## config.mk

```make
export PLATFORM = sky130hd
export DESIGN_NAME = mail_header_address_locator_unit_flat
export DESIGN_NICKNAME = d
export VERILOG_FILES = /design/src/hw/rtl/mhal_pkg.sv /design/src/hw/rtl/mhal_in_if.sv /design/src/hw/rtl/mhal_out_if.sv /design/src/hw/rtl/mail_header_address_locator_unit.sv /design/src/flat_wrapper.sv
export SDC_FILE = /design/constraint.sdc
export NUM_CORES = 1
export LEC_CHECK = 0
export BUFFER_PORTS_ARGS = -buffer_cell sky130_fd_sc_hd__buf_2
export CAP_MARGIN = 20
export CORE_MARGIN = 1
export CORE_UTILIZATION = 42
export DETAILED_ROUTE_END_ITERATION = 10
export RECOVER_POWER = 25
export SLEW_MARGIN = 10
export SYNTH_ARGS = -nofsm -noshare
export SYNTH_HDL_FRONTEND = slang
export SYNTH_SLANG_ARGS = --single-unit
```

## constraint.sdc

```tcl
create_clock -name clk -period 4.3 [get_ports clk]
set_input_delay 0.43 -clock clk [delete_from_list [all_inputs] [get_ports clk]]
set_output_delay 0.43 -clock clk [all_outputs]
set_load 0.01 [all_outputs]
```

## src/hw/rtl/mhal_pkg.sv

```systemverilog
// shared types and constants for the mail header address locator
package mhal_pkg;

  // payload widths
  localparam int CHAR_W  = 8;
  localparam int START_W = 10;
  localparam int LEN_W   = 11;

  // character codes that steer the scan
  localparam logic [CHAR_W-1:0] CH_LT     = 8'h3C;
  localparam logic [CHAR_W-1:0] CH_GT     = 8'h3E;
  localparam logic [CHAR_W-1:0] CH_LPAR   = 8'h28;
  localparam logic [CHAR_W-1:0] CH_RPAR   = 8'h29;
  localparam logic [CHAR_W-1:0] CH_DQUOTE = 8'h22;
  localparam logic [CHAR_W-1:0] CH_BSLASH = 8'h5C;
  localparam logic [CHAR_W-1:0] CH_SPACE  = 8'h20;
  localparam logic [CHAR_W-1:0] CH_TAB    = 8'h09;
  localparam logic [CHAR_W-1:0] CH_CR     = 8'h0D;

  // one located-address word
  typedef struct packed {
    logic               found;
    logic [START_W-1:0] start_pos;
    logic [LEN_W-1:0]   addr_length;
    logic               overflow;
  } result_t;

  function automatic logic is_space(input logic [CHAR_W-1:0] c);
    return (c == CH_SPACE) || ((c >= CH_TAB) && (c <= CH_CR));
  endfunction

endpackage

```

## src/hw/rtl/mhal_in_if.sv

```systemverilog
// character channel: header bytes and end marker
interface mhal_in_if
  import mhal_pkg::*;
();
  logic              valid;
  logic              ready;
  logic [CHAR_W-1:0] char_code;
  logic              end_marker;

  modport source (output valid, output char_code, output end_marker, input ready);
  modport sink   (input valid, input char_code, input end_marker, output ready);
endinterface

```

## src/hw/rtl/mhal_out_if.sv

```systemverilog
// result channel: located address words
interface mhal_out_if
  import mhal_pkg::*;
();
  logic               valid;
  logic               ready;
  logic               found;
  logic [START_W-1:0] start_pos;
  logic [LEN_W-1:0]   addr_length;
  logic               overflow;

  modport source (output valid, output found, output start_pos, output addr_length,
                  output overflow, input ready);
  modport sink   (input valid, input found, input start_pos, input addr_length,
                  input overflow, output ready);
endinterface

```

## src/hw/rtl/mail_header_address_locator_unit.sv

```systemverilog
// mail header address locator: scans header bytes, reports the first <...> address, else the first plain token
//
//   channel  | dir | payload                                   | word per
//   ---------+-----+-------------------------------------------+-----------------
//   chars    | in  | char_code[7:0], end_marker                | header byte/end
//   result   | out | found, start_pos[9:0], addr_length[10:0], | end marker
//            |     | overflow                                  |
//
// one word is taken per cycle; a byte updates the scan state in the cycle it
// is taken, an end marker loads the result register and clears the scan state
// in that same cycle, so the next header can start on the following cycle.
// chars stalls only while a result sits unread in the output register.
// rst (synchronous) clears the scan state and empties the output register.
module mail_header_address_locator_unit
  import mhal_pkg::*;
#(
  parameter int MAX_LEN  = 1024,
  parameter int MAX_NEST = 255
) (
  input  logic        clk,
  input  logic        rst,
  mhal_in_if.sink     chars,
  mhal_out_if.source  result
);

  // position counts up to MAX_LEN itself
  localparam int PW = $clog2(MAX_LEN + 1);
  // comment depth saturates at MAX_NEST
  localparam int DW = $clog2(MAX_NEST + 1);
  // working width for the result arithmetic before truncation to the port
  localparam int RW = (PW > LEN_W) ? PW : LEN_W;

  // scan state
  logic [PW-1:0] position, position_next;
  logic          escape_pending, escape_pending_next;
  logic          in_angle, in_angle_next;
  logic          in_quote, in_quote_next;
  logic [DW-1:0] comment_depth, comment_depth_next;
  logic [PW-1:0] angle_start, angle_start_next;
  logic          angle_start_valid, angle_start_valid_next;
  logic [PW-1:0] angle_len, angle_len_next;
  logic          angle_len_valid, angle_len_valid_next;
  logic [PW-1:0] plain_start, plain_start_next;
  logic          plain_start_valid, plain_start_valid_next;
  logic [PW-1:0] plain_len, plain_len_next;
  logic          plain_len_valid, plain_len_valid_next;
  logic          plain_first_is_quote, plain_first_is_quote_next;
  logic          plain_last_is_quote, plain_last_is_quote_next;
  logic          prev_char_is_quote, prev_char_is_quote_next;
  logic          overflowed, overflowed_next;

  // output register
  logic    out_valid;
  result_t out_word;
  result_t res;

  logic          take;
  logic          take_char;
  logic          take_end;
  logic [CHAR_W-1:0] c;

  // result arithmetic
  logic [PW-1:0] plain_len_eff;
  logic          last_q;
  logic          strip;
  logic [RW-1:0] start_wide;
  logic [RW-1:0] len_wide;

  // a new word may enter whenever the output register is empty or draining
  assign chars.ready = !out_valid || result.ready;
  assign take        = chars.valid && chars.ready;
  assign take_char   = take && !chars.end_marker;
  assign take_end    = take && chars.end_marker;
  assign c           = chars.char_code;

  // per-byte scan update, priority follows the escape/angle/comment/quote order
  always_comb begin
    position_next             = position;
    escape_pending_next       = escape_pending;
    in_angle_next             = in_angle;
    in_quote_next             = in_quote;
    comment_depth_next        = comment_depth;
    angle_start_next          = angle_start;
    angle_start_valid_next    = angle_start_valid;
    angle_len_next            = angle_len;
    angle_len_valid_next      = angle_len_valid;
    plain_start_next          = plain_start;
    plain_start_valid_next    = plain_start_valid;
    plain_len_next            = plain_len;
    plain_len_valid_next      = plain_len_valid;
    plain_first_is_quote_next = plain_first_is_quote;
    plain_last_is_quote_next  = plain_last_is_quote;
    prev_char_is_quote_next   = prev_char_is_quote;
    overflowed_next           = overflowed;

    if (take_char) begin
      if (position >= PW'(MAX_LEN)) begin
        // bytes past the limit only mark the overflow
        overflowed_next = 1'b1;
      end else begin
        priority if (escape_pending) begin
          escape_pending_next = 1'b0;
        end else if (c == CH_BSLASH) begin
          escape_pending_next = 1'b1;
        end else if (in_angle) begin
          if (!angle_start_valid) begin
            angle_start_next       = position;
            angle_start_valid_next = 1'b1;
          end
          if (c == CH_GT) begin
            in_angle_next = 1'b0;
            if (!angle_len_valid) begin
              // start is this byte when it was not yet set, giving zero length
              angle_len_next       = angle_start_valid ? (position - angle_start) : '0;
              angle_len_valid_next = 1'b1;
            end
          end
        end else if (comment_depth != '0) begin
          if (c == CH_LPAR) begin
            if (comment_depth < DW'(MAX_NEST)) begin
              comment_depth_next = comment_depth + DW'(1);
            end
          end else if (c == CH_RPAR) begin
            comment_depth_next = comment_depth - DW'(1);
          end
        end else if (in_quote) begin
          if (c == CH_DQUOTE) begin
            in_quote_next = 1'b0;
          end
        end else if (c == CH_LT) begin
          in_angle_next = 1'b1;
        end else if (c == CH_LPAR) begin
          comment_depth_next = DW'(1);
        end else if (c == CH_DQUOTE) begin
          in_quote_next = 1'b1;
          if (!plain_start_valid) begin
            plain_start_next          = position;
            plain_start_valid_next    = 1'b1;
            plain_first_is_quote_next = 1'b1;
          end
        end else if (is_space(c)) begin
          // whitespace closes the first plain token
          if (plain_start_valid && !plain_len_valid) begin
            plain_len_next           = position - plain_start;
            plain_len_valid_next     = 1'b1;
            plain_last_is_quote_next = prev_char_is_quote;
          end
        end else begin
          if (!plain_start_valid) begin
            plain_start_next          = position;
            plain_start_valid_next    = 1'b1;
            plain_first_is_quote_next = 1'b0;
          end
        end
        prev_char_is_quote_next = (c == CH_DQUOTE);
        position_next           = position + PW'(1);
      end
    end
  end

  // end-marker result from the current scan state
  assign plain_len_eff = plain_len_valid ? plain_len : (position - plain_start);
  assign last_q        = plain_len_valid ? plain_last_is_quote : prev_char_is_quote;
  assign strip         = (plain_len_eff > PW'(1)) && plain_first_is_quote && last_q;

  always_comb begin
    res        = '0;
    start_wide = '0;
    len_wide   = '0;
    if (!overflowed) begin
      priority if (angle_start_valid && angle_len_valid) begin
        start_wide = RW'(angle_start);
        len_wide   = RW'(angle_len);
        res.found  = 1'b1;
      end else if (plain_start_valid) begin
        // drop the surrounding double quotes of a quoted token
        start_wide = RW'(plain_start) + (strip ? RW'(1) : '0);
        len_wide   = RW'(plain_len_eff) - (strip ? RW'(2) : '0);
        res.found  = 1'b1;
      end else begin
        res.found = 1'b0;
      end
    end
    res.start_pos   = start_wide[START_W-1:0];
    res.addr_length = len_wide[LEN_W-1:0];
    res.overflow    = overflowed;
  end

  // scan state: an end marker or reset starts a fresh header
  always_ff @(posedge clk) begin
    if (rst || take_end) begin
      position             <= '0;
      escape_pending       <= 1'b0;
      in_angle             <= 1'b0;
      in_quote             <= 1'b0;
      comment_depth        <= '0;
      angle_start          <= '0;
      angle_start_valid    <= 1'b0;
      angle_len            <= '0;
      angle_len_valid      <= 1'b0;
      plain_start          <= '0;
      plain_start_valid    <= 1'b0;
      plain_len            <= '0;
      plain_len_valid      <= 1'b0;
      plain_first_is_quote <= 1'b0;
      plain_last_is_quote  <= 1'b0;
      prev_char_is_quote   <= 1'b0;
      overflowed           <= 1'b0;
    end else begin
      position             <= position_next;
      escape_pending       <= escape_pending_next;
      in_angle             <= in_angle_next;
      in_quote             <= in_quote_next;
      comment_depth        <= comment_depth_next;
      angle_start          <= angle_start_next;
      angle_start_valid    <= angle_start_valid_next;
      angle_len            <= angle_len_next;
      angle_len_valid      <= angle_len_valid_next;
      plain_start          <= plain_start_next;
      plain_start_valid    <= plain_start_valid_next;
      plain_len            <= plain_len_next;
      plain_len_valid      <= plain_len_valid_next;
      plain_first_is_quote <= plain_first_is_quote_next;
      plain_last_is_quote  <= plain_last_is_quote_next;
      prev_char_is_quote   <= prev_char_is_quote_next;
      overflowed           <= overflowed_next;
    end
  end

  // output register
  always_ff @(posedge clk) begin
    if (rst) begin
      out_valid <= 1'b0;
    end else if (take_end) begin
      out_valid <= 1'b1;
    end else if (result.ready) begin
      out_valid <= 1'b0;
    end
  end

  always_ff @(posedge clk) begin
    if (take_end) begin
      out_word <= res;
    end
  end

  assign result.valid       = out_valid;
  assign result.found       = out_word.found;
  assign result.start_pos   = out_word.start_pos;
  assign result.addr_length = out_word.addr_length;
  assign result.overflow    = out_word.overflow;

endmodule
```

## src/flat_wrapper.sv

```systemverilog
// flat-port wrapper written by rule: the top's interface ports become plain ports
module mail_header_address_locator_unit_flat import mhal_pkg::*;
#(
  parameter int MAX_LEN  = 1024,
  parameter int MAX_NEST = 255
)
  (clk, rst, chars_valid, chars_char_code, chars_end_marker, chars_ready, result_valid, result_found, result_start_pos, result_addr_length, result_overflow, result_ready);
  mhal_in_if chars_i ();
  mhal_out_if result_i ();
  input  logic clk;
  input  logic rst;
  input wire logic [$bits(chars_i.valid)-1:0] chars_valid;
  input wire logic [$bits(chars_i.char_code)-1:0] chars_char_code;
  input wire logic [$bits(chars_i.end_marker)-1:0] chars_end_marker;
  output wire logic [$bits(chars_i.ready)-1:0] chars_ready;
  output wire logic [$bits(result_i.valid)-1:0] result_valid;
  output wire logic [$bits(result_i.found)-1:0] result_found;
  output wire logic [$bits(result_i.start_pos)-1:0] result_start_pos;
  output wire logic [$bits(result_i.addr_length)-1:0] result_addr_length;
  output wire logic [$bits(result_i.overflow)-1:0] result_overflow;
  input wire logic [$bits(result_i.ready)-1:0] result_ready;
  assign chars_i.valid = chars_valid;
  assign chars_i.char_code = chars_char_code;
  assign chars_i.end_marker = chars_end_marker;
  assign chars_ready = chars_i.ready;
  assign result_valid = result_i.valid;
  assign result_found = result_i.found;
  assign result_start_pos = result_i.start_pos;
  assign result_addr_length = result_i.addr_length;
  assign result_overflow = result_i.overflow;
  assign result_i.ready = result_ready;
  mail_header_address_locator_unit #(.MAX_LEN(MAX_LEN), .MAX_NEST(MAX_NEST)) u_core (.clk(clk), .rst(rst), .chars(chars_i), .result(result_i));
endmodule
```

==> qor.csv <==
metric,value,unit
drt pass-1 iters,5,
IO buf count,37,
clock skew after layout,0.00654,ns
Fin. Hold Viols,0,
Post-synth EDFFs,23,
Synth top area share,0.257,
CP Capture Type,register,
worst endpoint data arrival time,4.13,ns
Critical Path Fanout Max,7,
Routed Antenna Nets,0,
final critical-path required period,4.02,ns
Remaining DRCs,0,
Clock transition at path regs,0.07,ns
status,"complete, but fails checks",
IO Pins,38,
DP Area,0.00627,mm²
Core Area,0.0134,mm²
via count,5062,
violated checks,"max-capacitance violations, max-slew violations",
TritonCTS buffer count,9,
Int Pwr,0.00143,W
initial antenna violation count,0,
top_reg_cell synth,dfxtp_1,
Sw Ratio,0.242,
Filler Cell Count,1332,
Starting Density,0.437,
share of total power in the clock network,0.438,
global-route wire length before repair,24900,µm
register area share after synthesis,0.375,
min-delay worst type,in -> reg,
leakage power,2.62,nW
layout cells sized above 1,0.0867,
largest net degree at the start of global routing,44,
routability congestion estimate,0.859,
fmax,249,MHz
Skew-Pair Late Insertion Delay,0.36,ns
Worst Path Required,4.40,ns
# clock sinks,98,
Synth-to-Final Area Change,12.2,%
Power Density,287,mW/mm²
Root Driver,clkbuf_16,
synthesized area,0.00585,mm²
Post-Syn Nets,734,
"FFs w/ async S/R, synth",0,
startpoint types,register,
Max Cap Viol,1,
Setup CP Type,reg -> reg,
part of the power in registers,0.507,
DRT iter0 DRCs,391,
Slew Limit Fails,25,
Comb power frac,0.054,
Yosys cell types,65,
Die Height,120,µm
register bit total from synthesis,98,
dpl hpwl,11700,µm
Final period util,0.936,
Post-Layout Cell Count,903,
gr ovfl total,0,
Max H-tree Level,3,
YS warnings,0,
WL/cell,17.2,µm
DIE AREA,0.0144,mm²
largest area contributor in the netlist,dfxtp_1,
placed cells,887,
Psw,0.000456,W
n_diodes,0,
Total Neg Setup Slack,0,ns
Post-CTS Setup Inserts,0,
design area,0.00657,mm²
num rows,42,
Synth Area per Inst,8.53,µm²
routed wire length,15600,µm
vias in the first global route,4698,
"commonest non-fill, non-tap cell in the layout",nor2_1,
most frequent cells in the layout,"nor2_1 (91), dfxtp_1 (75), nand2_1 (57), a21oi_1 (55), inv_1 (37)",
Layout Nets,770,
CTS tree,done,
Max IR drop VDD,0.000218,V
GR Util All Layers,0.225,
final setup fails,0,
Clock Tree Buf Depth,2,
via density per instance,5.61,
die width,120,µm
Post-Syn Instances,686,
Worst Max-Slew Pin Slew,1.63,ns
synth top area cells,"dfxtp_1 (26%), edfxtp_1 (12%), ha_1 (6.8%), mux2i_1 (6.0%), nor2_1 (5.8%)",
slew margin rel.,-0.0863,
## layout make-up
type / count / area [µm²] / area share
Timing Repair Buffer: 54 / 279 / 0.0425
Clock inverter: 4 / 32.5 / 0.00496
Tap cell: 176 / 220 / 0.0335
Sequential cell: 98 / 2190 / 0.334
Inverter: 37 / 139 / 0.0212
Clock buffer: 12 / 267 / 0.0406
Multi-Input combinational cell: 522 / 3440 / 0.523
## timing repair
item,4_1_cts,5_1_grt
hold buffers,0,0
endpoints found under the setup margin,0,14
resized for setup,0,7
## power groups by stage
stage / Combinational [W] / Sequential [W] / Clock (W)
after floorplan: 0.0000591 / 0.000981 / 0
after global placement: 0.000103 / 0.000976 / 0
after detailed placement: 0.000105 / 0.000976 / 0
after CTS: 0.000105 / 0.000955 / 0.000838
after global routing: 0.000113 / 0.000956 / 0.000875
final: 0.000103 / 0.000956 / 0.000825
## stage by stage
step	hold slack [ns]	total power, W	setup WS (ns)	utilization
after global placement	0.431	0.00108	0.105	0.468
after CTS	0.246	0.00190	0.0745	0.490
final	0.258	0.00188	0.276	0.490
after detailed placement	0.433	0.00108	0.0898	0.468
after floorplan	0.422	0.00104	0.682	-
after global routing	0.257	0.00194	-0.00461	0.490
## cells by family (layout without fill, tap and decap cells)
| kind of cell | count (synthesis) | count (layout) | share of synthesized area |
|---|---|---|---|
| flip-flops | 98 | 98 | 0.375 |
| adder cells (fa/ha/maj) | 35 | 35 | 0.0787 |
| AND/OR/NAND/NOR | 281 | 281 | 0.236 |
| multiplexers | 37 | 37 | 0.0637 |
| buffers and inverters | 66 | 107 | 0.0438 |
| XOR/XNOR | 42 | 42 | 0.0629 |
| AO/OA/AOI/OAI | 127 | 127 | 0.140 |
## worst max-delay path, stage by stage, from the launching register on
cell and delay, ns:
dfxtp_1 0.33, inv_1 0.10, ha_1 0.22, fa_1 0.40, nand2b_1 0.22, a211oi_4 0.32
nor2_1 0.16, o221ai_2 0.29, nand2_1 0.19, nor4_1 0.36, a21oi_2 0.14, ha_1 0.22
ha_1 0.20, nand3_1 0.15, nor2_1 0.08, xnor2_1 0.14, a22oi_1 0.16, nor2_1 0.07
## metal layers
metal | global-route usage | vias to the layer above | share of wire
li1 | - | 2515 | -
met3 | 0.0423 | 29 | 0.047
met4 | 0.105 | 0 | 0.026
met2 | 0.334 | 128 | 0.44
met5 | 0 | - | 0
met1 | 0.314 | 2390 | 0.49
## Yosys cell counts (all sizes together), types with 17 or more instances
master / count
dfxtp: 75
nor3: 20
nand3: 33
a21oi: 56
xor2: 17
mux2i: 35
ha: 32
nor2: 92
edfxtp: 23
inv: 37
clkbuf: 22
xnor2: 25
nand2: 57
## state kept, by name (all words and copies together), names as in the netlist, 8 cells and up
signal	flops
u_core.angle_len	11
u_core.angle_start	11
u_core.comment_depth	8
u_core.plain_len	11
u_core.plain_start	11
u_core.position	11
u_core.result.addr_length	11
u_core.result.start_pos	10
## path summary, 6_finish.rpt
path / from / endpoint / slack [ns] / depth (start not counted)
worst min-delay path: rst / u_core.result.valid / 0.26 / 2
worst max-delay path: u_core.position[0] / u_core.result.start_pos[8] / 0.28 / 17
worst max register to register: u_core.position[0] / u_core.result.start_pos[8] / 0.28 / 17
worst min register to register: u_core.angle_start[10] / u_core.angle_start[10] / 0.44 / 2
Note: power is estimated with default switching activity, not from simulation.
